===== src/sv/tbf_pkg.sv =====
// shared constants, types and codes of the thresholded box filter
// no dependencies
package tbf_pkg;

   localparam int MAX_WIDTH  = 1024;
   localparam int MAX_HEIGHT = 1024;
   localparam int MAX_WINDOW = 32;

   localparam int PIX_W   = 8;
   localparam int DIM_W   = 11;
   localparam int WINR_W  = 6;
   localparam int THR_W   = 12;
   localparam int CSR_W   = 12;
   localparam int IDX_W   = 2;

   localparam int COL_W   = $clog2(MAX_WIDTH);
   localparam int SLOT_W  = $clog2(MAX_WINDOW);
   localparam int WIN_W   = $clog2(MAX_WINDOW) + 1;
   localparam int ROW_W   = $clog2(MAX_HEIGHT + MAX_WINDOW);
   localparam int LINE_AW = SLOT_W + COL_W;
   localparam int LINE_DEPTH = MAX_WINDOW * MAX_WIDTH;
   localparam int CSUM_W  = $clog2(MAX_WINDOW * 255 + 1);
   localparam int WSUM_W  = $clog2(MAX_WINDOW * MAX_WINDOW * 255 + 1);
   localparam int N_W     = $clog2(MAX_WINDOW * MAX_WINDOW);
   localparam int THRN_W  = THR_W + N_W;
   localparam int LAT_W   = $clog2((MAX_WINDOW / 2) * (MAX_WIDTH + 1) + 1);
   localparam int POS_W   = $clog2(MAX_WIDTH * MAX_HEIGHT + MAX_WIDTH * MAX_WINDOW);
   localparam int Q_W     = 9;
   localparam int CNT_W   = $clog2(Q_W);
   localparam int DIV_W   = WSUM_W + 1;
   localparam int QDEPTH  = 4;
   localparam int QPTR_W  = $clog2(QDEPTH);
   localparam int SETTLE_W = 2;
   localparam int SETTLE_CYCLES = 3;

   localparam logic [IDX_W-1:0] CSR_IMAGE_WIDTH    = 2'd0;
   localparam logic [IDX_W-1:0] CSR_IMAGE_HEIGHT   = 2'd1;
   localparam logic [IDX_W-1:0] CSR_WINDOW_SIZE    = 2'd2;
   localparam logic [IDX_W-1:0] CSR_MEAN_THRESHOLD = 2'd3;

   localparam logic CMD_PIXEL = 1'b0;
   localparam logic CMD_FLUSH = 1'b1;

   typedef struct packed {
      logic [N_W-1:0]    n;
      logic [THRN_W-1:0] thr_n;
      logic              lat_zero;
   } cfg_type;

   typedef struct packed {
      logic              is_pixel;
      logic [PIX_W-1:0]  px;
      logic [COL_W-1:0]  col;
      logic [SLOT_W-1:0] slot;
      logic [SLOT_W-1:0] old_slot;
      logic [COL_W-1:0]  colw;
      logic              row_first;
      logic              row_sub;
      logic              col_first;
      logic              col_sub;
      logic              win_ok;
      logic              emit;
      logic [SLOT_W-1:0] oslot;
      logic [COL_W-1:0]  ocol;
      logic              frame_end;
   } op_type;

   typedef enum logic [1:0] {
      ST_IDLE,
      ST_CALC,
      ST_DIV,
      ST_OUT
   } back_state_type;

endpackage


===== src/sv/tbf_queue.sv =====
// four-entry queue of classified items between front and back
// depends on tbf_pkg
module tbf_queue (
   input  logic            clock,
   input  logic            reset,
   input  logic            push,
   input  tbf_pkg::op_type entry_in,
   input  logic            pop,
   output tbf_pkg::op_type head,
   output logic            full,
   output logic            empty
);

   tbf_pkg::op_type entry_ff [tbf_pkg::QDEPTH];
   logic [tbf_pkg::QPTR_W-1:0] wr_ff, rd_ff;
   logic [tbf_pkg::QPTR_W:0]   count_ff, count_in;

   assign full  = count_ff == (tbf_pkg::QPTR_W+1)'(tbf_pkg::QDEPTH);
   assign empty = count_ff == '0;
   assign head  = entry_ff[rd_ff];

   always_comb begin
      count_in = count_ff;
      if (push && !pop) begin
         count_in = count_ff + (tbf_pkg::QPTR_W+1)'(1);
      end else if (pop && !push) begin
         count_in = count_ff - (tbf_pkg::QPTR_W+1)'(1);
      end
   end

   always_ff @(posedge clock) begin
      if (push) begin
         entry_ff[wr_ff] <= entry_in;
      end
   end

   always_ff @(posedge clock) begin
      if (reset) begin
         wr_ff    <= '0;
         rd_ff    <= '0;
         count_ff <= '0;
      end else begin
         if (push) begin
            wr_ff <= wr_ff + tbf_pkg::QPTR_W'(1);
         end
         if (pop) begin
            rd_ff <= rd_ff + tbf_pkg::QPTR_W'(1);
         end
         count_ff <= count_in;
      end
   end

endmodule


===== config.mk =====
export PLATFORM = sky130hd
export DESIGN_NAME = tbf_queue
export DESIGN_NICKNAME = d
export VERILOG_FILES = /design/src/sv/tbf_pkg.sv /design/src/sv/tbf_queue.sv
export SDC_FILE = /design/constraint.sdc
export NUM_CORES = 1
export LEC_CHECK = 0
export BUFFER_PORTS_ARGS = -buffer_cell sky130_fd_sc_hd__buf_2
export CAP_MARGIN = 20
export CORE_ASPECT_RATIO = 0.75
export CORE_MARGIN = 2
export CORE_UTILIZATION = 45
export DETAILED_ROUTE_END_ITERATION = 10
export GPL_TIMING_DRIVEN = 0
export HOLD_SLACK_MARGIN = 0.12
export PLACE_DENSITY_LB_ADDON = 0.08
export SETUP_SLACK_MARGIN = 0.2
export SYNTH_ARGS = -nofsm -noshare
export SYNTH_HDL_FRONTEND = slang
export SYNTH_SLANG_ARGS = --single-unit

===== constraint.sdc =====
create_clock -name clock -period 6.1 [get_ports clock]
set_input_delay 0.305 -clock clock [delete_from_list [all_inputs] [get_ports clock]]
set_output_delay 0.305 -clock clock [all_outputs]
set_load 0.01 [all_outputs]

# Word level (Yosys, flattened, before mapping)
# Memories as Yosys holds them, arrays and structs flattened. A register that Yosys moved wholly into a read port is not among the register bits.
# Index checks and enable logic that the tools add are counted.
[totals] elab_cells=21 register_bits=7 in_bits=65 mem_bits_rw=244 mem_count=1
[mem_list] memory="entry_ff" words=4 width=61 rd=1 rd_ports_with_merged_regs=1 wr=1 line_no="tbf_queue.sv:14" source="tbf_pkg::op_type entry_ff [tbf_pkg::QDEPTH];"
[classes] addsub=4 n_reduce_logical=6 mux=6 n_eq_ne=1
[ops] cell="$mux W3" count=2
[ops] cell="$add A2 B1 Y2 const B" count=2
[ops] cell="$mux W2" count=2
[ops] cell="$add A3 B1 Y3 const B" count=1
[ops] cell="$eq A3 B3 Y1 const B" count=1
[ops] cell="$logic_not A3 Y1" count=1
[ops] cell="$sub A3 B1 Y3 const B" count=1
[ops] cell="$logic_and A1 B1 Y1" count=2
[ops] cell="$logic_not A1 Y1" count=2
[ops] cell="$mux W1" count=2
[ops] cell="$reduce_bool A2 Y1" count=1

# Longest topological paths before layout
# Gate-level depths: netlist of the first run.
[depth] depth_word=4 depth_mapped=7

# Worst setup path after synthesis of the first run
# OpenSTA, ideal clock, no wires.
[synth_timing] kind="register -> register" from="register wr_ff[0] (netlist bit)" to="memory entry_ff[0][0] (netlist bit), enable pin" path_stages_with_launch=4 period_less_slack_ns=2.406 path_slack_ns=3.694 t_required_ns=5.675 arrival_ns=1.981 path_cell_list="dfxtp_1 inv_1 ha_1 and2_1"
[synth_rtl] element="start: declaration" line_no="tbf_queue.sv:15" source="logic [tbf_pkg::QPTR_W-1:0] wr_ff, rd_ff;"
[synth_rtl] element="start signal: assignment" line_no="tbf_queue.sv:44" source="wr_ff <= wr_ff + tbf_pkg::QPTR_W'(1);"
[synth_rtl] element="end: declaration" line_no="tbf_queue.sv:14"
# No word-level cell before the write port.

==> run metrics, run 1 <==
clk slew on worst S/H paths 0.06 ns; CTS buffer count 25; skew final 0.00513 ns; fin crit period 2.37 ns; yosys warns 0; GR Util met2 27.0%; Cell Area, Placed 10400 µm²; PwrDens 333 nW/µm²; setup_tns 0 ns; post-CTS sizing 0; WL per Instance 19.4 µm; maximum buffer depth of the clock tree 3; hold_sp push; number of fill cells in the layout 1530; drt pass-1 iters 4; Critical Path RT 5.79 ns; fin area 11800 µm²; crit share post-route 38.9%; Max-Cap Viols 0; Worst Reg-to-Reg Cells 3; via count 4395; CTS tree done; DP Cell Count 751; # diodes 0; vias in the first global route 4647; post-synthesis cell count 363; Yosys top cell by area edfxtp_1; RSZ-0062 raised after global routing false; Sink Count 253; CP arrival 2.07 ns; total power 0.00393 W; Hold Buf Count CTS 64; layout cell share with drive strength beyond 1 40.0%; Area Overhead vs Synth 27.0%; dominant cells by area after synthesis edfxtp_1 79%, mux4_2 15%, dfxtp_1 1.9%; Yosys reg bits 253; first-pass GRT wire length 25800 µm; Synth cell types 23; slew margin rel. 70.8%; final setup fails 0; global routing usage on met3 3.35%; LEAKAGE 4.08 nW; remaining global-route overflow 0; via/cell ratio 5.11; NumNets Final 655; IO Pins 128; M1 GR Usage 20.8%; Hold Path Class input port to register; max frequency 422 MHz; Critical Path Fanout Max 10; Mapped Area 9300 µm²; Setup Fix Bufs, Post-CTS 0; Worst-Skew Late Latency 0.51 ns; Final Max Slew Viols 0; Die ar. 21800 µm²; Starting Density 45.9%; Crit. End Element primary output; Worst-Margin Slew 0.439 ns; register area share after synthesis 80.7%; kind of start point of the critical path register; Hold Crit Depth 3; largest net degree at the start of global routing 50; status completed; Syn Area/Cell 25.6 µm²; busiest grt layer met2; Setup Crit Path Kind register to primary output; die width 170 µm; CTS H-tree lvls 1; Die Span Y 128 µm; Hold Fails Final Rpt 0; Root Driver clkbuf_16; Max IR drop VDD 0.226 mV; Non-Filler Instances 860; share of the synthesized area in the top cell type 78.8%; Net Count, Synth 434; initial antenna violation count 0; GP Congestion 0.672; PortBufs 126; r2r startpoint wr_ff[0]$_SDFFE_PP0P_; drt drc 0; final HPWL from detailed placement 9640 µm; Routed Antenna Nets 0; Post-Route WL 16700 µm; Total GRT Usage 15.7%; area of the core 20300 µm²; iteration-0 DRC count of the detailed router 296; # rows 45
where the power goes:
| part | leakage, nW | switching (W) | internal [W] | total [W] |
|---|---|---|---|---|
| clock | 0.389 | 0.000606 | 0.000885 | 0.00149 |
| sequential | 2.32 | 0.0000214 | 0.00199 | 0.00202 |
| combinational | 1.37 | 0.000207 | 0.000216 | 0.000423 |
| total | 4.08 | 0.000834 | 0.00309 | 0.00393 |
synth_stat cells:
library cell / n
edfxtp_1: 244
mux4_2: 60
dfxtp_1: 9
nor2_1: 7
buf_12: 6
buf_2: 6
ha_1: 5
and2_1: 4
inv_1: 4
xor2_1: 3
mux2i_1: 2
xnor2_1: 2
a21oi_1: 1
buf_1: 1
buf_6: 1
clkbuf_1: 1
fa_1: 1
mux4_1: 1
nand2_1: 1
nor3_1: 1
nor3b_1: 1
o21ai_0: 1
or3_1: 1
critical path: stages (launching register included):
cell and delay, ns:
dfxtp_1 0.31, buf_1 0.33, buf_2 0.37, mux4_2 0.38
buf_2 0.16
metrics by stage:
step                util (%)  setup slack [ns]  hold WS (ns)
floorplan                  -              3.69         0.404
global placement        50.6              2.44         0.477
detailed placement      51.2              4.22         0.511
CTS                     58.3              3.65         0.154
global route            58.3              3.60         0.179
finish                  58.3              3.73         0.168
layer usage:
layer | wire length, µm | part of all wire [%]
met4 | 360 | 2.2
met2 | 8410 | 50
met1 | 7210 | 43
met5 | 0 | 0
met3 | 717 | 4.3
sequential cells by signal, indices dropped and copies added (netlist names), named ones only:
register and count:
entry_ff 244, rd_ff 2, wr_ff 2, count_ff 3
final timing paths:
path,slack [ns],to
worst min-delay path,0.17,wr_ff[0]$_SDFFE_PP0P_
worst max-delay path,3.73,head[12]
worst max register to register,4.40,entry_ff[3][40]$_DFFE_PP_
worst min register to register,0.52,count_ff[2]$_SDFFE_PP0P_
logic make-up (layout without fill, tap and decap cells):
group / after synthesis / count (layout) / share of synthesized area (%)
AO/OA/AOI/OAI: 2 / 2 / 0.108
flip-flops: 253 / 253 / 80.7
multiplexers: 63 / 63 / 15.0
buffers and inverters: 19 / 258 / 1.98
XOR/XNOR: 5 / 5 / 0.471
adder cells (fa/ha/maj): 6 / 6 / 0.888
AND/OR/NAND/NOR: 15 / 15 / 0.794
cells in the final DEF, fill, tap and decap left out, types with 2 or more instances in the layout:
cell type      Yosys  routed
xor2_1             3       3
clkinv_2           0       4
dfxtp_1            9       9
clkbuf_1           1      10
ha_1               5       5
bufinv_16          0       3
inv_1              4       4
clkinv_1           0       2
edfxtp_1         244     244
nor2_1             7       7
dlygate4sd3_1      0      64
buf_12             6       6
xnor2_1            2       2
buf_16             0       4
and2_4             0       4
mux4_2            60      60
mux2i_1            2       2
buf_2              6     132
clkbuf_16          0      25
layout make-up:
cell class                 count  area (µm²)  area share, %
inverter                       4        15.0          0.127
tap                          258         323           2.73
clock inverter                11         135           1.14
sequential                   253        7510           63.6
multi-input combinational     91        1620           13.7
timing repair buffer         194        1380           11.7
clock buffer                  34         659           5.58
buffer                        15         169           1.43
Note: power is estimated with default switching activity, not from simulation.
==> run 2, diff against run 1 <==
- clock period: 6.1 -> 2.25 ns (I/O delays scaled with it)
==> run 2 against run 1 <==
  * Die area did not move
  * Via count barely moved
  * Register-to-register slack got worse by 3.8 ns
  * Sequential power rose to 2.7 times the previous value
  * Core utilization rose by 0.28 points
  * Critical path depth did not move
  * Wire length rose by 0.47%
  * Critical path type unchanged
  * Largest cell class unchanged
  * Largest power group unchanged
==> run metrics, run 2 (synthesis results as in run 1) <==
area of the core 20300 µm² (unchanged); via/cell ratio 5.10 (was 5.11); layout cell share with drive strength beyond 1 41.2% (was 40.0%); GP Congestion 0.680 (was 0.672); initial antenna violation count 0 (unchanged); Worst-Skew Late Latency 0.51 ns (about the same); Post-Route WL 16800 µm (was 16700 µm); Worst-Margin Slew 0.430 ns (was 0.439 ns); drt pass-1 iters 5 (was 4); Final Max Slew Viols 0 (unchanged); CTS tree done (unchanged); Max IR drop VDD 0.525 mV (was 0.226 mV); WL per Instance 19.5 µm (was 19.4 µm); drt drc 0 (unchanged); remaining global-route overflow 0 (unchanged); final HPWL from detailed placement 10100 µm (was 9640 µm); Area Overhead vs Synth 27.6% (was 27.0%); # diodes 0 (unchanged); most frequent cells in the layout 244 x edfxtp_1, 127 x buf_2, 65 x dlygate4sd3_1 (was 244 x edfxtp_1, 132 x buf_2, 64 x dlygate4sd3_1); via count 4397 (was 4395); iteration-0 DRC count of the detailed router 235 (was 296); die width 170 µm (unchanged); Non-Filler Instances 862 (was 860); clk slew on worst S/H paths 0.07 ns (was 0.06 ns); PortBufs 126 (unchanged); largest net degree at the start of global routing 42 (was 50); Hold Crit Depth 2 (was 3); skew final 0.0108 ns (was 0.00513 ns); total power 0.0107 W (was 0.00393 W); Total GRT Usage 15.7% (about the same); DP Cell Count 751 (unchanged); first-pass GRT wire length 25800 µm (about the same); CP arrival 1.89 ns (was 2.07 ns); PwrDens 901 nW/µm² (was 333 nW/µm²); Max-Cap Viols 0 (unchanged); maximum buffer depth of the clock tree 3 (unchanged); IO Pins 128 (unchanged); CTS H-tree lvls 1 (unchanged); Setup Fix Bufs, Post-CTS 0 (unchanged); CTS buffer count 25 (unchanged); Die ar. 21800 µm² (unchanged); LEAKAGE 4.10 nW (was 4.08 nW); vias in the first global route 4690 (was 4647); setup_tns 0 ns (unchanged); Biggest register entry_ff (unchanged); number of fill cells in the layout 1509 (was 1530); Worst Reg-to-Reg Cells 4 (was 3); final setup fails 0 (unchanged); Routed Antenna Nets 0 (unchanged); Sink Count 253 (unchanged); post-route core utilization 58.5% (was 58.3%); commonest non-fill, non-tap cell in the layout edfxtp_1 (unchanged); Hold Path Class input port to register (unchanged); kind of start point of the critical path register (unchanged); Starting Density 45.9% (unchanged); Largest regs entry_ff x244, count_ff x3 (unchanged); crit share post-route 89.1%; slew margin rel. 71.3% (was 70.8%); Critical Path Fanout Max 10 (unchanged); fin crit period 2.01 ns; status completed (unchanged); Root Driver clkbuf_16 (unchanged); Die Span Y 128 µm (unchanged); max frequency 499 MHz; Setup Crit Path Kind register to primary output (unchanged); Hold Slack 0.341 ns (was 0.168 ns); NumNets Final 656 (was 655); # rows 45 (unchanged); Hold Fails Final Rpt 0 (unchanged); max reg flops 244 (unchanged); RSZ-0062 raised after global routing true (was false); Crit. End Element primary output (unchanged); Critical Path RT 2.14 ns (was 5.79 ns)
## run 2: changes by cell type in the layout (fill, tap and decap cells not counted), moves of 2 or more
cell / delta
buf_2: -5
buf_4: +4
clkbuf_1: -8
clkbuf_4: +2
clkinv_1: +2
clkinv_2: +4
clkinvlp_4: +2
## run 2: worst max-delay path: stages (launching register included)
cell	delay, ns
dfxtp_1	0.36
buf_12	0.16
buf_12	0.16
mux4_2	0.53
buf_2	0.16
## run 2: worst paths after layout
check             slack, ns                        end                     start
hold reg to reg        0.53   count_ff[2]$_SDFFE_PP0P_  count_ff[2]$_SDFFE_PP0P_
setup / recovery       0.24                   head[50]                  register
setup reg to reg       0.59   entry_ff[0][0]$_DFFE_PP_     wr_ff[0]$_SDFFE_PP0P_
hold / removal         0.34  entry_ff[3][47]$_DFFE_PP_              entry_in[47]
## run 2: area by class of cell
class / instances / area (µm²) / area share, %
timing repair buffer: 195 / 1390 / 11.7
clock inverter: 20 / 186 / 1.57
inverter: 4 / 15.0 / 0.127
clock buffer: 26 / 629 / 5.30
sequential: 253 / 7510 / 63.3
tap: 258 / 323 / 2.72
buffer: 15 / 194 / 1.63
multi-input combinational: 91 / 1620 / 13.6
## run 2: routing by layer
layer / share of wire (%) / GRT usage (%) / up-vias
met2: 48 / 26.0 / 110
met1: 45 / 21.8 / 2271
met5: 0 / 0 / -
li1: - / - / 1987
met3: 4.7 / 3.26 / 29
met4: 2.1 / 4.22 / 0
## run 2: timing repair
action                                  in CTS  in global routing
gates resized for setup                      7                  2
endpoints found under the setup margin      60                 26
hold buffers                                65                  0
hold endpoints to repair                   253                  0
## run 2: stage by stage
step / setup WS [ns] / area [µm²]
floorplan: 0.506 / 9300
global placement: -0.161 / 10300
detailed placement: 0.573 / 10400
CTS: 0.206 / 11900
global route: 0.173 / 11900
finish: 0.244 / 11900
## run 2: report_power, final
group	internal, W	switching, W
Sequential	0.00541	0.0000551
Combinational	0.000594	0.000570
Clock	0.00239	0.00168
==> run 3, diff against run 2 <==
- CAP_MARGIN: 20 -> 40
- clock period: 2.25 -> 2.2 ns (I/O delays scaled with it)
==> run 3 against run 2 <==
  * Clock power up 2%
  * Global-route usage up 0.068 points
  * Worst setup slack worse by 0.030 ns
  * Combinational power up 8%
  * Sequential power up 2%
  * Sequential cell count unchanged
  * Final cell count up 0.35%
  * Critical path depth unchanged
==> run metrics, run 3 (synthesis results as in run 1) <==
most frequent cells in the layout 244 x edfxtp_1, 119 x buf_2, 65 x dlygate4sd3_1 (was 244 x edfxtp_1, 127 x buf_2, 65 x dlygate4sd3_1); RSZ-0062 raised after global routing true (unchanged); Critical Path RT 2.09 ns (was 2.14 ns); Hold Fails Final Rpt 0 (unchanged); final setup fails 0 (unchanged); Die Span Y 128 µm (unchanged); Sink Count 253 (unchanged); Worst Reg-to-Reg Cells 4 (unchanged); PortBufs 126 (unchanged); drt drc 0 (unchanged); layout cell share with drive strength beyond 1 41.7% (was 41.2%); Area Overhead vs Synth 29.0% (was 27.6%); post-route core utilization 59.2% (was 58.5%); r2r startpoint wr_ff[0]$_SDFFE_PP0P_ (unchanged); CP arrival 1.88 ns (was 1.89 ns); CTS H-tree lvls 1 (unchanged); Largest regs entry_ff x244, count_ff x3 (unchanged); Max-Cap Viols 0 (unchanged); Sequential Power Share 50.8% (was 51.1%); CTS tree done (unchanged); Total GRT Usage 15.8% (was 15.7%); Max IR drop VDD 0.536 mV (was 0.525 mV); largest net degree at the start of global routing 42 (unchanged); Die ar. 21800 µm² (unchanged); Cell Area, Placed 10400 µm² (unchanged); global routing usage on met3 3.29% (was 3.26%); register area 7510 µm² (about the same); skew final 0.0128 ns (was 0.0108 ns); Root Driver clkbuf_16 (unchanged); area of the core 20300 µm² (unchanged); crit share post-route 90.3%; Hold Path Class input port to register (unchanged); # rows 45 (unchanged); LEAKAGE 4.15 nW (was 4.10 nW); Final Max Slew Viols 0 (unchanged); Post-Route WL 17000 µm (was 16800 µm); via/cell ratio 5.08 (was 5.10); r2r setup slk 0.54 ns (was 0.59 ns); initial antenna violation count 0 (unchanged); Cell Int Power 0.00863 W (was 0.00839 W); clk slew on worst S/H paths 0.07 ns (about the same); Crit. End Element primary output (unchanged); max reg flops 244 (unchanged); Clk pwr share 37.8% (was 38.0%); # diodes 0 (unchanged); final HPWL from detailed placement 10100 µm (unchanged); NumNets Final 659 (was 656); Worst-Margin Slew 0.428 ns (was 0.430 ns); Biggest register entry_ff (unchanged); fin area 12000 µm² (was 11900 µm²); Critical Path Fanout Max 10 (unchanged); PwrDens 917 nW/µm² (was 901 nW/µm²); Routed Antenna Nets 0 (unchanged); via count 4397 (unchanged); max frequency 504 MHz; Non-Filler Instances 865 (was 862); DP Cell Count 751 (unchanged); sink of the worst hold path entry_ff[2][60]$_DFFE_PP_ (was entry_ff[3][47]$_DFFE_PP_); die width 170 µm (unchanged); GP Congestion 0.680 (unchanged); IO Pins 128 (unchanged); M1 GR Usage 21.8% (about the same); CTS buffer count 25 (unchanged); remaining global-route overflow 0 (unchanged); commonest non-fill, non-tap cell in the layout edfxtp_1 (unchanged); kind of start point of the critical path register (unchanged); Starting Density 45.9% (unchanged); GR Util met2 26.1% (was 26.0%); r2r endpoint entry_ff[0][0]$_DFFE_PP_ (unchanged); setup_tns 0 ns (unchanged); Worst-Skew Late Latency 0.51 ns (about the same); WL per Instance 19.7 µm (was 19.5 µm); fin crit period 1.99 ns; slew margin rel. 71.5% (was 71.3%); status completed (unchanged); Sw Share 21.6% (about the same); drt pass-1 iters 4 (was 5); Multi-input gate area 1620 µm² (unchanged); vias in the first global route 4704 (was 4690); first-pass GRT wire length 25900 µm (was 25800 µm); Setup Crit Path Kind register to primary output (unchanged); maximum buffer depth of the clock tree 3 (unchanged); iteration-0 DRC count of the detailed router 277 (was 235); number of fill cells in the layout 1492 (was 1509); busiest grt layer met2 (unchanged); net switching power 0.00237 W (was 0.00230 W); hold_sp entry_in[60] (was entry_in[47]); combinational share of power 11.4% (was 10.9%); Hold Crit Depth 2 (unchanged)
-- run 3: layout make-up --
class | count | area share [%]
flip-flops and latches | 253 | 62.6
multi-input cells | 91 | 13.5
repair buffers | 198 | 12.7
clock buffers | 26 | 5.25
well taps | 258 | 2.69
plain buffers | 15 | 1.62
clock inverters | 20 | 1.55
inverters | 4 | 0.125
-- run 3: critical path: stages (launching register included) --
cell and delay [ns]:
dfxtp_4 0.37, buf_12 0.14, buf_12 0.16, mux4_2 0.53
buf_2 0.16
-- run 3: worst max-delay path by stage --
| stage | start | to | slack (ns) |
|---|---|---|---|
| 2_1_floorplan | wr_ff[0]$_SDFFE_PP0P_ | entry_ff[2][0]$_DFFE_PP_ | 0.46 |
| 3_3_place_gp | wr_ff[0]$_SDFFE_PP0P_ | entry_ff[0][41]$_DFFE_PP_ | -0.21 |
| 3_5_place_dp | wr_ff[0]$_SDFFE_PP0P_ | entry_ff[2][41]$_DFFE_PP_ | 0.52 |
| 4_1_cts | register | head[52] | 0.17 |
| 5_1_grt | register | head[52] | 0.15 |
| 6_report | register | head[52] | 0.21 |
-- run 3: layer usage --
layer  share of wire (%)  routed length, µm
met5                   0                  0
met3                 4.4                749
met1                  45               7680
met2                  48               8210
met4                 2.1                359
-- run 3: through the flow --
stage	hold slack, ns	worst slack (ns)	power [W]
3_3_place_gp	0.320	-0.211	0.00675
4_1_cts	0.315	0.174	0.0111
6_report	0.341	0.214	0.0110
5_1_grt	0.334	0.153	0.0114
3_5_place_dp	0.326	0.523	0.00681
2_1_floorplan	0.209	0.456	0.00633
-- run 3: power by group through the flow --
| stage | clock network [W] | registers (W) | logic, W |
|---|---|---|---|
| after global placement | 0 | 0.00569 | 0.00107 |
| after floorplan | 0 | 0.00568 | 0.000657 |
| final | 0.00416 | 0.00559 | 0.00125 |
| after global routing | 0.00446 | 0.00560 | 0.00136 |
| after CTS | 0.00427 | 0.00559 | 0.00124 |
| after detailed placement | 0 | 0.00569 | 0.00112 |
-- run 3: repair_timing --
action / CTS / global route
hold buffers: 65 / 0
buffers inserted: 0 / 0
endpoints found under the hold margin: 253 / 0
cloned: 1 / 2
setup endpoints to repair: 60 / 51
resized for setup: 11 / 14
