**src/sv/tbf_pkg.sv**
```systemverilog
// shared constants, types and codes of the thresholded box filter
// no dependencies
package tbf_pkg;

   localparam int MAX_WIDTH  = 1024;
   localparam int MAX_HEIGHT = 1024;
   localparam int MAX_WINDOW = 32;

   localparam int PIX_W   = 8;
   localparam int DIM_W   = 11;
   localparam int WINR_W  = 6;
   localparam int THR_W   = 12;
   localparam int CSR_W   = 12;
   localparam int IDX_W   = 2;

   localparam int COL_W   = $clog2(MAX_WIDTH);
   localparam int SLOT_W  = $clog2(MAX_WINDOW);
   localparam int WIN_W   = $clog2(MAX_WINDOW) + 1;
   localparam int ROW_W   = $clog2(MAX_HEIGHT + MAX_WINDOW);
   localparam int LINE_AW = SLOT_W + COL_W;
   localparam int LINE_DEPTH = MAX_WINDOW * MAX_WIDTH;
   localparam int CSUM_W  = $clog2(MAX_WINDOW * 255 + 1);
   localparam int WSUM_W  = $clog2(MAX_WINDOW * MAX_WINDOW * 255 + 1);
   localparam int N_W     = $clog2(MAX_WINDOW * MAX_WINDOW);
   localparam int THRN_W  = THR_W + N_W;
   localparam int LAT_W   = $clog2((MAX_WINDOW / 2) * (MAX_WIDTH + 1) + 1);
   localparam int POS_W   = $clog2(MAX_WIDTH * MAX_HEIGHT + MAX_WIDTH * MAX_WINDOW);
   localparam int Q_W     = 9;
   localparam int CNT_W   = $clog2(Q_W);
   localparam int DIV_W   = WSUM_W + 1;
   localparam int QDEPTH  = 4;
   localparam int QPTR_W  = $clog2(QDEPTH);
   localparam int SETTLE_W = 2;
   localparam int SETTLE_CYCLES = 3;

   localparam logic [IDX_W-1:0] CSR_IMAGE_WIDTH    = 2'd0;
   localparam logic [IDX_W-1:0] CSR_IMAGE_HEIGHT   = 2'd1;
   localparam logic [IDX_W-1:0] CSR_WINDOW_SIZE    = 2'd2;
   localparam logic [IDX_W-1:0] CSR_MEAN_THRESHOLD = 2'd3;

   localparam logic CMD_PIXEL = 1'b0;
   localparam logic CMD_FLUSH = 1'b1;

   typedef struct packed {
      logic [N_W-1:0]    n;
      logic [THRN_W-1:0] thr_n;
      logic              lat_zero;
   } cfg_type;

   typedef struct packed {
      logic              is_pixel;
      logic [PIX_W-1:0]  px;
      logic [COL_W-1:0]  col;
      logic [SLOT_W-1:0] slot;
      logic [SLOT_W-1:0] old_slot;
      logic [COL_W-1:0]  colw;
      logic              row_first;
      logic              row_sub;
      logic              col_first;
      logic              col_sub;
      logic              win_ok;
      logic              emit;
      logic [SLOT_W-1:0] oslot;
      logic [COL_W-1:0]  ocol;
      logic              frame_end;
   } op_type;

   typedef enum logic [1:0] {
      ST_IDLE,
      ST_CALC,
      ST_DIV,
      ST_OUT
   } back_state_type;

endpackage

```
**src/sv/tbf_front.sv**
```systemverilog
// front part: configuration registers, frame position tracking, item classification
// depends on tbf_pkg
module tbf_front (
   input  logic                        clock,
   input  logic                        reset,
   input  logic                        csr_we,
   input  logic [tbf_pkg::IDX_W-1:0]   csr_index,
   input  logic [tbf_pkg::CSR_W-1:0]   csr_wdata,
   input  logic                        req_tvalid,
   output logic                        req_tready,
   input  logic [tbf_pkg::PIX_W-1:0]   req_tdata,
   input  logic                        req_tuser,
   output logic                        q_push,
   output tbf_pkg::op_type             q_entry,
   input  logic                        q_full,
   output tbf_pkg::cfg_type            cfg
);

   logic [tbf_pkg::DIM_W-1:0]  width_ff, height_ff;
   logic [tbf_pkg::WINR_W-1:0] winr_ff;
   logic [tbf_pkg::THR_W-1:0]  thr_ff;
   logic [tbf_pkg::SETTLE_W-1:0] settle_ff, settle_in;

   logic [tbf_pkg::DIM_W-1:0]  wcl, hcl;
   logic [tbf_pkg::WIN_W-1:0]  wincl;
   logic [tbf_pkg::DIM_W-1:0]  w_ff, h_ff;
   logic [tbf_pkg::WIN_W-1:0]  win_ff, d_ff;
   logic [tbf_pkg::N_W-1:0]    n_ff;
   logic [tbf_pkg::LAT_W-1:0]  lat_ff;
   logic [tbf_pkg::POS_W-1:0]  area_ff, last_ff;
   logic [tbf_pkg::THRN_W-1:0] thrn_ff;

   logic [tbf_pkg::COL_W-1:0]  col_ff, col_in, ocol_ff, ocol_in;
   logic [tbf_pkg::ROW_W-1:0]  row_ff, row_in;
   logic [tbf_pkg::POS_W-1:0]  pos_ff, pos_in;
   logic [tbf_pkg::SLOT_W-1:0] oslot_ff, oslot_in;

   logic accept, real_px, drop, geo_write, emit, frame_end;

   // clamped geometry
   always_comb begin
      if (width_ff == '0) begin
         wcl = tbf_pkg::DIM_W'(1);
      end else if (width_ff > tbf_pkg::DIM_W'(tbf_pkg::MAX_WIDTH)) begin
         wcl = tbf_pkg::DIM_W'(tbf_pkg::MAX_WIDTH);
      end else begin
         wcl = width_ff;
      end
      if (height_ff == '0) begin
         hcl = tbf_pkg::DIM_W'(1);
      end else if (height_ff > tbf_pkg::DIM_W'(tbf_pkg::MAX_HEIGHT)) begin
         hcl = tbf_pkg::DIM_W'(tbf_pkg::MAX_HEIGHT);
      end else begin
         hcl = height_ff;
      end
      if (winr_ff < tbf_pkg::WINR_W'(2)) begin
         wincl = tbf_pkg::WIN_W'(2);
      end else if (winr_ff > tbf_pkg::WINR_W'(tbf_pkg::MAX_WINDOW)) begin
         wincl = tbf_pkg::WIN_W'(tbf_pkg::MAX_WINDOW);
      end else begin
         wincl = tbf_pkg::WIN_W'(winr_ff);
      end
   end

   // derived geometry, three register stages
   always_ff @(posedge clock) begin
      w_ff    <= wcl;
      h_ff    <= hcl;
      win_ff  <= wincl;
      d_ff    <= wincl - tbf_pkg::WIN_W'(1) - (wincl >> 1);
      n_ff    <= tbf_pkg::N_W'(wincl) * tbf_pkg::N_W'(wincl) - tbf_pkg::N_W'(1);
      lat_ff  <= tbf_pkg::LAT_W'(d_ff) * tbf_pkg::LAT_W'(w_ff) + tbf_pkg::LAT_W'(d_ff);
      area_ff <= tbf_pkg::POS_W'(w_ff) * tbf_pkg::POS_W'(h_ff);
      thrn_ff <= tbf_pkg::THRN_W'(thr_ff) * tbf_pkg::THRN_W'(n_ff);
      last_ff <= area_ff - tbf_pkg::POS_W'(1) + tbf_pkg::POS_W'(lat_ff);
   end

   assign cfg.n        = n_ff;
   assign cfg.thr_n    = thrn_ff;
   assign cfg.lat_zero = (lat_ff == '0);

   // configuration registers
   always_ff @(posedge clock) begin
      if (reset) begin
         width_ff  <= tbf_pkg::DIM_W'(1024);
         height_ff <= tbf_pkg::DIM_W'(1024);
         winr_ff   <= tbf_pkg::WINR_W'(30);
         thr_ff    <= tbf_pkg::THR_W'(320);
      end else if (csr_we) begin
         case (csr_index)
            tbf_pkg::CSR_IMAGE_WIDTH:    width_ff  <= csr_wdata[tbf_pkg::DIM_W-1:0];
            tbf_pkg::CSR_IMAGE_HEIGHT:   height_ff <= csr_wdata[tbf_pkg::DIM_W-1:0];
            tbf_pkg::CSR_WINDOW_SIZE:    winr_ff   <= csr_wdata[tbf_pkg::WINR_W-1:0];
            tbf_pkg::CSR_MEAN_THRESHOLD: thr_ff    <= csr_wdata[tbf_pkg::THR_W-1:0];
            default: ;
         endcase
      end
   end

   assign geo_write = csr_we && (csr_index != tbf_pkg::CSR_MEAN_THRESHOLD);

   always_comb begin
      if (csr_we) begin
         settle_in = tbf_pkg::SETTLE_W'(tbf_pkg::SETTLE_CYCLES);
      end else if (settle_ff != '0) begin
         settle_in = settle_ff - tbf_pkg::SETTLE_W'(1);
      end else begin
         settle_in = settle_ff;
      end
   end

   // classification
   assign req_tready = !q_full && (settle_ff == '0);
   assign accept     = req_tvalid && req_tready;
   assign real_px    = row_ff < tbf_pkg::ROW_W'(h_ff);
   assign drop       = real_px && (req_tuser == tbf_pkg::CMD_FLUSH);
   assign emit       = pos_ff >= tbf_pkg::POS_W'(lat_ff);
   assign frame_end  = pos_ff == last_ff;
   assign q_push     = accept && !drop;

   always_comb begin
      q_entry.is_pixel  = real_px;
      q_entry.px        = req_tdata;
      q_entry.col       = col_ff;
      q_entry.slot      = row_ff[tbf_pkg::SLOT_W-1:0];
      q_entry.old_slot  = row_ff[tbf_pkg::SLOT_W-1:0] - win_ff[tbf_pkg::SLOT_W-1:0];
      q_entry.colw      = col_ff - tbf_pkg::COL_W'(win_ff);
      q_entry.row_first = (row_ff == '0);
      q_entry.row_sub   = row_ff >= tbf_pkg::ROW_W'(win_ff);
      q_entry.col_first = (col_ff == '0);
      q_entry.col_sub   = col_ff >= tbf_pkg::COL_W'(win_ff);
      q_entry.win_ok    = (row_ff >= tbf_pkg::ROW_W'(win_ff) - tbf_pkg::ROW_W'(1))
                       && (col_ff >= tbf_pkg::COL_W'(win_ff) - tbf_pkg::COL_W'(1));
      q_entry.emit      = emit;
      q_entry.oslot     = oslot_ff;
      q_entry.ocol      = ocol_ff;
      q_entry.frame_end = frame_end;
   end

   // position counters
   always_comb begin
      col_in   = col_ff;
      row_in   = row_ff;
      pos_in   = pos_ff;
      ocol_in  = ocol_ff;
      oslot_in = oslot_ff;
      if (geo_write || (q_push && frame_end)) begin
         col_in   = '0;
         row_in   = '0;
         pos_in   = '0;
         ocol_in  = '0;
         oslot_in = '0;
      end else if (q_push) begin
         pos_in = pos_ff + tbf_pkg::POS_W'(1);
         if ({1'b0, col_ff} + tbf_pkg::DIM_W'(1) >= w_ff) begin
            col_in = '0;
            row_in = row_ff + tbf_pkg::ROW_W'(1);
         end else begin
            col_in = col_ff + tbf_pkg::COL_W'(1);
         end
         if (emit) begin
            if ({1'b0, ocol_ff} + tbf_pkg::DIM_W'(1) >= w_ff) begin
               ocol_in  = '0;
               oslot_in = oslot_ff + tbf_pkg::SLOT_W'(1);
            end else begin
               ocol_in = ocol_ff + tbf_pkg::COL_W'(1);
            end
         end
      end
   end

   always_ff @(posedge clock) begin
      if (reset) begin
         settle_ff <= tbf_pkg::SETTLE_W'(tbf_pkg::SETTLE_CYCLES);
         col_ff    <= '0;
         row_ff    <= '0;
         pos_ff    <= '0;
         ocol_ff   <= '0;
         oslot_ff  <= '0;
      end else begin
         settle_ff <= settle_in;
         col_ff    <= col_in;
         row_ff    <= row_in;
         pos_ff    <= pos_in;
         ocol_ff   <= ocol_in;
         oslot_ff  <= oslot_in;
      end
   end

endmodule

```
**config.mk**
```make
export PLATFORM = sky130hd
export DESIGN_NAME = tbf_front
export DESIGN_NICKNAME = d
export VERILOG_FILES = /design/src/sv/tbf_pkg.sv /design/src/sv/tbf_front.sv
export SDC_FILE = /design/constraint.sdc
export NUM_CORES = 1
export LEC_CHECK = 0
export ABC_CLOCK_PERIOD_IN_PS = 5100
export BUFFER_PORTS_ARGS = -buffer_cell sky130_fd_sc_hd__buf_2
export CORE_ASPECT_RATIO = 0.9
export CORE_MARGIN = 1.5
export CORE_UTILIZATION = 55
export DETAILED_ROUTE_END_ITERATION = 12
export GPL_TIMING_DRIVEN = 0
export PLACE_DENSITY_LB_ADDON = 0.25
export SLEW_MARGIN = 10
export SYNTH_ARGS = -nofsm -noshare
export SYNTH_HDL_FRONTEND = slang
export SYNTH_SLANG_ARGS = --single-unit
```
**constraint.sdc**
```tcl
create_clock -name clock -period 5.1 [get_ports clock]
set_input_delay 0.765 -clock clock [delete_from_list [all_inputs] [get_ports clock]]
set_output_delay 0.765 -clock clock [all_outputs]
set_load 0.1 [all_outputs]
```
# Word level (Yosys, flattened, before mapping)
# Cells that the tools add are included.
# op_classes
reduce_logical	29
magnitude_cmp	12
eq_ne	5
multipliers	4
n_mux	6
add_sub_neg	18
# op_table
operator	n
$ge A11 B11 Y1	3
$logic_not A11 Y1	3
$add A10 B1 Y11 const B	2
$gt A11 B11 Y1 const B	2
$mul A12 B10 Y22	1
$mux W11	2
$add A21 B1 Y21 const B	1
$add A21 B15 Y21	1
$eq A21 B21 Y1	1
$ge A21 B15 Y1	1
$mul A11 B11 Y21	1
$sub A21 B1 Y21 const B	1
$add A10 B1 Y10 const B	2
$mux W10	2
$add A15 B6 Y15	1
$logic_not A15 Y1	1
$mul A6 B11 Y15	1
$sub A6 B1 Y7 const B	2
$mux W6	2
$reduce_and A2 Y1	6
$add A11 B1 Y11 const B	1
$ge A11 B6 Y1	1
$lt A11 B11 Y1	1
$ge A10 B10 Y1	1
22 further kinds	34
# word_totals
wordCells	95
reg_bits	222
inputBits	28
output_inout_bits	96

# Depth between registers and ports, before layout
# Gate-level depths: netlist of the first run.
# depth
word_depth	7
depth_mapped	22
mapped_depth_nobuf	21

# Worst setup path before layout of the first run
# OpenSTA, ideal clock, no wires.
# synth_timing
path_type	register -> register
startpoint	reg n_ff[1] (netlist bit)
endpoint	reg thrn_ff[19] (netlist bit)
setup_time_ps	72
path_buffers	1
path_slack_ps	-979
t_required_ps	5028
period_less_slack_ps	6079
path_stages_with_launch	21
arrival_time_ps	6007
path_cell_list	dfxtp_1 -> clkbuf_1 -> nand2_1 -> fa_1 -> inv_1 -> fa_1 -> fa_1 -> fa_1 -> inv_1 -> fa_1 -> inv_1 -> ha_1 -> a21o_1 -> a21o_1 -> a221oi_1 -> a21oi_1 -> a21o_1 -> a21o_1 -> a21o_1 -> a21oi_1 -> xnor2_1
# synth_via
elab_chain_len	1
# synth_lines
item	line_no	text
start, declared	tbf_front.sv:28	logic [tbf_pkg::N_W-1:0] n_ff;
start signal, assigned	tbf_front.sv:71	n_ff <= tbf_pkg::N_W'(wincl) * tbf_pkg::N_W'(wincl) - tbf_pkg::N_W'(1);
$mul A12 B10 Y22	tbf_front.sv:74	thrn_ff <= tbf_pkg::THRN_W'(thr_ff) * tbf_pkg::THRN_W'(n_ff);
end signal, assigned	tbf_front.sv:74	
end, declared	tbf_front.sv:31	logic [tbf_pkg::THRN_W-1:0] thrn_ff;
# Every way passes these cells.
# A chain may end at the register's enable or synchronous reset.

# Worst setup path after layout of the first run
# layout_timing
startpoint	reg w_ff[2] (netlist bit)
endpoint	reg area_ff[20] (netlist bit)
# layout_via
elab_chain_len	1
# layout_lines
item	line_no	text
start, declared	tbf_front.sv:26	logic [tbf_pkg::DIM_W-1:0] w_ff, h_ff;
start signal, assigned	tbf_front.sv:67	w_ff <= wcl;
$mul A11 B11 Y21	tbf_front.sv:73	area_ff <= tbf_pkg::POS_W'(w_ff) * tbf_pkg::POS_W'(h_ff);
end signal, assigned	tbf_front.sv:73	
end, declared	tbf_front.sv:30	logic [tbf_pkg::POS_W-1:0] area_ff, last_ff;
# Every way passes these cells.

==> summary.txt, run 1 <==
Power and ir drop
  • Pwr Density: 357 nW/um^2
  • Reg power frac: 0.252
  • Internal: 4.97 mW
  • Gate power share: 0.525
  • Clk network pwr share: 0.223
  • Leakage: 12.3 nW
  • Switching share of power: 0.428
  • Worst ir drop on vdd: 970 uV
  • Switching Power: 3.73 mW
  • Total power: 8.70 mW

STA
  • Final hold violation count: 0
  • Max_slew headroom: 0.379
  • Max Slew Vio Count: 0
  • Final worst slack: -0.0150 ns
  • Min Tclk post-route: 5.11 ns
  • Setup-failing EPs final: 2
  • F_max: 196 MHz
  • Slew @ Worst Pin: 0.919 ns
  • Fin crit share: 1.00
  • RSZ-0062 raised after global routing: true
  • Worst clock skew: 0.0126 ns

Floorplanning
  • Initial Util: 0.556
  • Die area: 39800 sq um
  • Core box area: 38200 sq um
  • Die Span Y: 189 microns
  • Die span in x: 210 microns
  • Site row count: 68
  • IO Count: 124

Synth
  • Synth top area cells: dfxtp_1, fa_1, ha_1
  • Cells after Synth: 2404
  • Synth Warn #: 0
  • Netlist cell types: 69
  • Prevailing post-synth register cell: dfxtp_1
  • Sequential-to-total area share from yosys stat: 0.208
  • Yosys reg bits: 221
  • Asr flop ratio synth: 0
  • Yosys top cell by area: dfxtp_1
  • Post-synth top area share: 0.208
  • Post-synth EDFFs: 0
  • Syn avg cell area: 8.84 sq um
  • Mapped cell area: 21200 sq um

Hold path
  • Worst hold start: height_ff[10]$_SDFFE_PP1P_
  • Worst hold stages: 1
  • Sink of the worst hold path: h_ff[9]$_SDFF_PP0_
  • Hold crit path type: reg2reg

Global route
  • Largest net degree at the start of global routing: 15
  • Initial antenna violation count: 0
  • Overall Global Routing Usage: 0.264
  • Grt total ovfl: 0
  • First-pass GRT wire length: 84500 microns
  • Vias in the first global route: 17.1k

Worst setup path
  • Maximum fanout along the worst path: 4
  • Reg2Reg Depth: 18
  • Critical Path Start Type: register
  • Most used cell along the critical path: fa_1
  • Critical path cell sequence: clkinvlp_4 > nor2_1 > fa_1 > fa_1 > fa_1 > fa_1 > inv_1 > fa_1 > inv_1 > ha_1 > nor2_2 > nand2b_4 > o211ai_1 > a21oi_2 > a221oi_2 > o21bai_1 > a21oi_1 > xnor2_1
  • Reg2reg start: w_ff[2]$_SDFF_PP0_
  • Biggest cell delay along the critical path: 0.55 ns
  • CP top delay family: adder cells
  • Crit path DAT: 5.59 ns
  • Worst reg2reg setup slack: -0.01 ns
  • Reg2reg end: area_ff[20]$_DFF_P_
  • Critical path's slowest cell: fa_1
  • Critical Path Sink Type: register
  • CP bufs+invs: 3
  • CP required: 5.57 ns
  • Setup CP Type: reg2reg

CTS
  • Skew-Pair Late Insertion Delay: 0.55 ns
  • CTS Buf Count: 25
  • Root buffer cell: clkbuf_16
  • CTS tree: built
  • Clk slew on worst S/H paths: 0.06 ns
  • H-tree level count: 1
  • Clk sinks: 221
  • Clk buf depth: 3

Finish
  • Most common cell after layout, fill and taps aside: inv_1
  • P&R area growth vs syn: 14.7%
  • Share of layout cells above drive strength 1: 0.149
  • Fill count: 3181
  • Final #Nets: 3137
  • Most frequent cells in the layout: inv_1, ha_1, nand2_1, fa_1, dfxtp_1
  • Antenna diodes: 0

Placed design
  • GPL Wtd Cong: 0.909
  • DPL Wire Length: 41200 microns
  • Worst Setup Slack post-DPL: -0.933 ns
  • Buffers on Ports: 114

Status
  • Outcome: finished, violations left
  • Failing checks: setup timing

Flow run
  • Total of max-cap violations: 0

Detailed routing
  • Post-DR wirelength/cell: 16.7 microns
  • DR pass1 iterations: 6
  • Total wire length: 51900 microns
  • Post-route DRC: 0
  • Initial drt markers: 1052
  • Routed Antenna Nets: 0
  • DR vias: 16.9k
  • Via density: 5.44
final cells by class:
| cell class | count | area (sq um) | share of cell area |
|---|---|---|---|
| buffer | 72 | 465 | 0.0191 |
| clock buffer | 31 | 688 | 0.0282 |
| clock inverter | 13 | 190 | 0.00780 |
| inverter | 370 | 1420 | 0.0583 |
| multi-input combinational | 1727 | 15400 | 0.631 |
| sequential | 221 | 4530 | 0.186 |
| tap | 490 | 613 | 0.0252 |
| timing repair buffer | 183 | 1090 | 0.0449 |
synth_stat cells (6+ instances only):
master      n
or2_2       6
o21ai_0    44
inv_1     364
xnor2_1   104
o21a_1     21
nor3_1     30
fa_1      211
a21o_1     44
clkbuf_1   64
nor4_1     23
a21oi_1    91
buf_4      17
nor2_1    184
mux2i_1    22
and2_1     97
and3_1     26
o21bai_1    9
a31oi_1     8
nand3b_1   17
xor2_1     64
ha_1      298
clkinv_1    6
nand4_1    14
a211o_1     7
or3_1      10
nand2b_1   20
nand3_1    37
nor2b_1    32
dfxtp_1   221
nand2_1   238
metrics by stage:
| step | cell area [sq um] | cells | TNS [ns] | utilization | hold WS [ns] |
|---|---|---|---|---|---|
| floorplan | 21500 | 2410 | -0.0934 | - | 0.410 |
| global placement | 22700 | 3014 | -6.26 | 0.594 | 0.423 |
| detailed placement | 22700 | 3015 | -7.66 | 0.595 | 0.422 |
| CTS | 24000 | 3077 | -0.120 | 0.628 | 0.432 |
| global route | 24400 | 3107 | -1.11 | 0.638 | 0.470 |
| finish | 24400 | 3107 | -0.0277 | 0.638 | 0.429 |
sequential cells by signal, indices dropped and copies added (netlist names):
signal     count
thrn_ff       22
area_ff       21
last_ff       21
pos_ff        21
lat_ff        15
thr_ff        12
h_ff          11
height_ff     11
row_ff        11
w_ff          11
width_ff      11
col_ff        10
ocol_ff       10
n_ff           9
d_ff           6
win_ff         6
winr_ff        6
oslot_ff       5
settle_ff      2
power by group through the flow:
stage / registers [mW] / logic, mW / clock network [mW]
floorplan: 2.78 / 2.75 / 0
detailed placement: 2.21 / 4.21 / 0
global placement: 2.21 / 4.10 / 0
finish: 2.19 / 4.57 / 1.94
global route: 2.21 / 5.08 / 2.04
CTS: 2.19 / 4.42 / 1.97
per-layer routing:
layer | vias up | share of wire | global-route usage
met5 | - | 0 | 0
met4 | 0 | 0.025 | 0.0675
met3 | 105 | 0.071 | 0.0483
met2 | 521 | 0.47 | 0.447
met1 | 8168 | 0.44 | 0.348
li1 | 8099 | - | -
what timing repair did:
action,4_1_cts,5_1_grt
endpoints found under the setup margin,18,13
hold buffers,0,0
hold endpoints to repair,0,0
pin swaps,41,34
gates resized for setup,81,59
buffers inserted,37,34
worst max-delay path by stage:
stage / cells after the start / slack [ns] / start / to
detailed placement: 19 / -0.93 / w_ff[1]$_SDFF_PP0_ / area_ff[20]$_DFF_P_
global placement: 19 / -0.84 / w_ff[1]$_SDFF_PP0_ / area_ff[20]$_DFF_P_
global route: 18 / -0.21 / w_ff[2]$_SDFF_PP0_ / area_ff[20]$_DFF_P_
floorplan: 20 / -0.09 / n_ff[3]$_DFF_P_ / thrn_ff[19]$_DFF_P_
CTS: 19 / -0.07 / n_ff[5]$_DFF_P_ / thrn_ff[19]$_DFF_P_
finish: 18 / -0.01 / w_ff[2]$_SDFF_PP0_ / area_ff[20]$_DFF_P_
cells by family (layout without fill, tap and decap cells):
family / after synthesis / count (layout) / synth area share
buffers and inverters: 462 / 669 / 0.0850
other: 2 / 8 / 0.000353
AO/OA/AOI/OAI: 274 / 274 / 0.0840
XOR/XNOR: 168 / 168 / 0.0693
flip-flops: 221 / 221 / 0.208
AND/OR/NAND/NOR: 745 / 745 / 0.168
multiplexers: 23 / 23 / 0.0109
adder cells (fa/ha/maj): 509 / 509 / 0.374
No activity file was read; power rests on OpenSTA's default activity.
==> run 2: changes to the inputs <==
- CORE_UTILIZATION: 55 -> 28
==> summary.txt, run 2 (synthesized netlist as in run 1, its figures left out) <==
Power and ir drop
  • Reg power frac: 0.250 (-0.002)
  • Switching share of power: 0.420 (-0.00886)
  • Pwr Density: 345 nW/um^2 (-3.4%)
  • Clk network pwr share: 0.245 (+0.022)
  • Gate power share: 0.506 (-0.019)
  • Switching Power: 3.65 mW (-2.1%)
  • Internal: 5.05 mW (+1.6%)
  • Worst ir drop on vdd: 675 uV (-30%)
  • Leakage: 12.4 nW (+0.28%)

STA
  • F_max: 194 MHz (-0.87%)
  • Worst clock skew: 0.0257 ns (+0.0131 ns)
  • Max_slew headroom: 0.383 (+0.00366)
  • Max Slew Vio Count: 0 (unchanged)
  • Hold slack: 0.455 ns (+0.0264 ns)
  • Slew @ Worst Pin: 0.914 ns (-0.00542 ns)
  • Fin crit share: 1.01 (+0.00879)
  • RSZ-0062 raised after global routing: true
  • Setup-failing EPs final: 2 (unchanged)
  • Final worst slack: -0.0598 ns (-0.0448 ns)
  • Min Tclk post-route: 5.16 ns (+0.0448 ns)
  • Final hold violation count: 0 (unchanged)

Finish
  • Final Util: 0.337 (-0.301)
  • Final #Nets: 3137 (unchanged)
  • Most frequent cells in the layout: inv_1, ha_1, nand2_1, fa_1, dfxtp_1
  • Top reg by flops: thrn_ff
  • Share of layout cells above drive strength 1: 0.158 (+0.00975)
  • Max FFs per register: 22 (unchanged)
  • Most common cell after layout, fill and taps aside: inv_1
  • Final Instance Area: 25200 sq um (+3.5%)
  • P&R area growth vs syn: 18.8%

Detailed routing
  • WL met1: 27100 microns (+20%)
  • Post-DR wirelength/cell: 15.5 microns (-7.3%)
  • DR top layer: met5
  • DR pass1 iterations: 5 (-1)
  • Post-route DRC: 0 (unchanged)
  • Routed Antenna Nets: 0 (unchanged)
  • Via density: 4.44 (-18%)
  • Routed wl met2: 25300 microns (+4.5%)
  • Routed wire length on met3: 2200 microns (-40%)
  • Initial drt markers: 760 (-28%)
  • Total wire length: 55600 microns (+7.2%)
  • DR vias: 16.0k (-5.6%)

CTS
  • Skew-Pair Late Insertion Delay: 0.56 ns (about the same)
  • Clk slew on worst S/H paths: 0.07 ns (about the same)
  • Root buffer cell: clkbuf_16
  • H-tree level count: 1 (unchanged)
  • Clk sinks: 221 (unchanged)
  • CTS Buf Count: 26 (+4.0%)
  • CTS tree: built
  • Hold_buf cts: 0 (unchanged)
  • Clk buf depth: 3 (unchanged)

Worst setup path
  • CP bufs+invs: 3 (unchanged)
  • Critical Path Start Type: register
  • Reg2reg end: thrn_ff[19]$_DFF_P_
  • Critical Path Sink Type: register
  • Maximum fanout along the worst path: 8 (+4)
  • Worst reg2reg setup slack: -0.06 ns (-0.04 ns)
  • Biggest cell delay along the critical path: 0.55 ns (about the same)
  • Reg2Reg Depth: 19 (+1)
  • Reg2reg start: thr_ff[5]$_SDFFE_PP0P_
  • CP required: 5.60 ns (+0.03 ns)
  • Critical path cell sequence: buf_6 > and2_4 > fa_1 > fa_1 > fa_1 > fa_1 > inv_2 > fa_1 > inv_2 > ha_4 > a21o_1 > a21o_1 > a221oi_4 > a21oi_2 > a21o_1 > a21o_1 > a21o_1 > a21oi_2 > xnor2_1
  • Setup CP Type: reg2reg
  • Crit path DAT: 5.66 ns (+0.07 ns)
  • Critical path's slowest cell: fa_1
  • CP top delay family: adder cells

Status
  • Failing checks: setup timing
  • Outcome: finished, violations left

Hold path
  • Hold crit path type: reg2reg
  • Worst hold start: height_ff[10]$_SDFFE_PP1P_
  • Sink of the worst hold path: h_ff[10]$_SDFF_PP0_
  • Worst hold stages: 1 (unchanged)

Global route
  • Initial antenna violation count: 9 (+9)
  • Overall Global Routing Usage: 0.144 (-0.120)
  • First-pass GRT wire length: 89300 microns (+5.7%)
  • Largest net degree at the start of global routing: 14 (-1)
  • Vias in the first global route: 15.8k (-7.6%)
  • Grt total ovfl: 0 (unchanged)

Placed design
  • DPL Wire Length: 44500 microns (+7.9%)
  • GPL Wtd Cong: 0.861 (-5.2%)
  • Buffers on Ports: 114 (unchanged)
  • Post-placement cell area: 23300 sq um (+2.6%)

Floorplanning
  • Die Span Y: 264 microns (+40%)
  • Site row count: 95 (+40%)
  • IO Count: 124 (unchanged)
  • Die span in x: 293 microns (+40%)
  • Initial Util: 0.284 (-0.272)
  • Die area: 77500 sq um (+95%)
  • Core box area: 74900 sq um (+96%)

Flow run
  • Total of max-cap violations: 0 (unchanged)
run 2: worst max-delay path by stage:
stage | depth (start not counted) | slack [ns] | end | startpoint
after CTS | 19 | -0.10 | thrn_ff[19]$_DFF_P_ | n_ff[5]$_DFF_P_
final | 19 | -0.06 | thrn_ff[19]$_DFF_P_ | thr_ff[5]$_SDFFE_PP0P_
after floorplan | 20 | -0.09 | thrn_ff[19]$_DFF_P_ | n_ff[3]$_DFF_P_
after global routing | 19 | -0.21 | thrn_ff[19]$_DFF_P_ | thr_ff[5]$_SDFFE_PP0P_
after detailed placement | 20 | -0.98 | area_ff[20]$_DFF_P_ | w_ff[0]$_SDFF_PP1_
after global placement | 19 | -1.05 | area_ff[20]$_DFF_P_ | w_ff[1]$_SDFF_PP0_
run 2: final cells by class:
type                            count  area [sq um]
Antenna cell                        1          2.50
Buffer                             72           518
Clock buffer                       32           726
Clock inverter                     16           249
Fill cell                        7892         49700
Inverter                          370          1440
Multi-Input combinational cell   1727         15400
Sequential cell                   221          4540
Tap cell                          970          1210
Timing Repair Buffer              182          1110
run 2: power groups by stage:
| stage | clock network (mW) | logic, mW | registers, mW |
|---|---|---|---|
| after floorplan | 0 | 2.75 | 2.78 |
| after global placement | 0 | 4.23 | 2.20 |
| after detailed placement | 0 | 4.21 | 2.20 |
| after CTS | 2.19 | 4.36 | 2.19 |
| after global routing | 2.27 | 4.95 | 2.20 |
| final | 2.13 | 4.40 | 2.17 |
run 2: metrics by stage:
stage | std cells | power [mW] | setup WS [ns] | setup TNS (ns)
global placement | 3494 | 6.43 | -1.05 | -9.03
floorplan | 2410 | 5.53 | -0.0934 | -0.0934
finish | 3591 | 8.70 | -0.0598 | -0.0626
detailed placement | 3494 | 6.41 | -0.979 | -7.84
CTS | 3549 | 8.74 | -0.100 | -0.181
global route | 3591 | 9.42 | -0.215 | -0.599
run 2: repair_timing:
item                                   CTS  global route
setup endpoints to repair               21            11
setup buffers                           27            42
endpoints found under the hold margin    0             0
resized for setup                       82            94
pin swaps                               34            52
run 2: worst register-to-register path: stages (launching register included):
cell and delay, ns:
dfxtp_4 0.38, buf_6 0.13, and2_4 0.15, fa_1 0.46
fa_1 0.52, fa_1 0.43, fa_1 0.55, inv_2 0.05
fa_1 0.52, inv_2 0.05, ha_4 0.21, a21o_1 0.16
a21o_1 0.22, a221oi_4 0.36, a21oi_2 0.11, a21o_1 0.17
a21o_1 0.19, a21o_1 0.17, a21oi_2 0.14, xnor2_1 0.12
run 2: metal layers:
metal  vias to the layer above  GRT usage
li1                       8112          -
met2                       259      0.230
met5                         -          0
met3                        66     0.0210
met4                        10     0.0279
met1                      7507      0.206
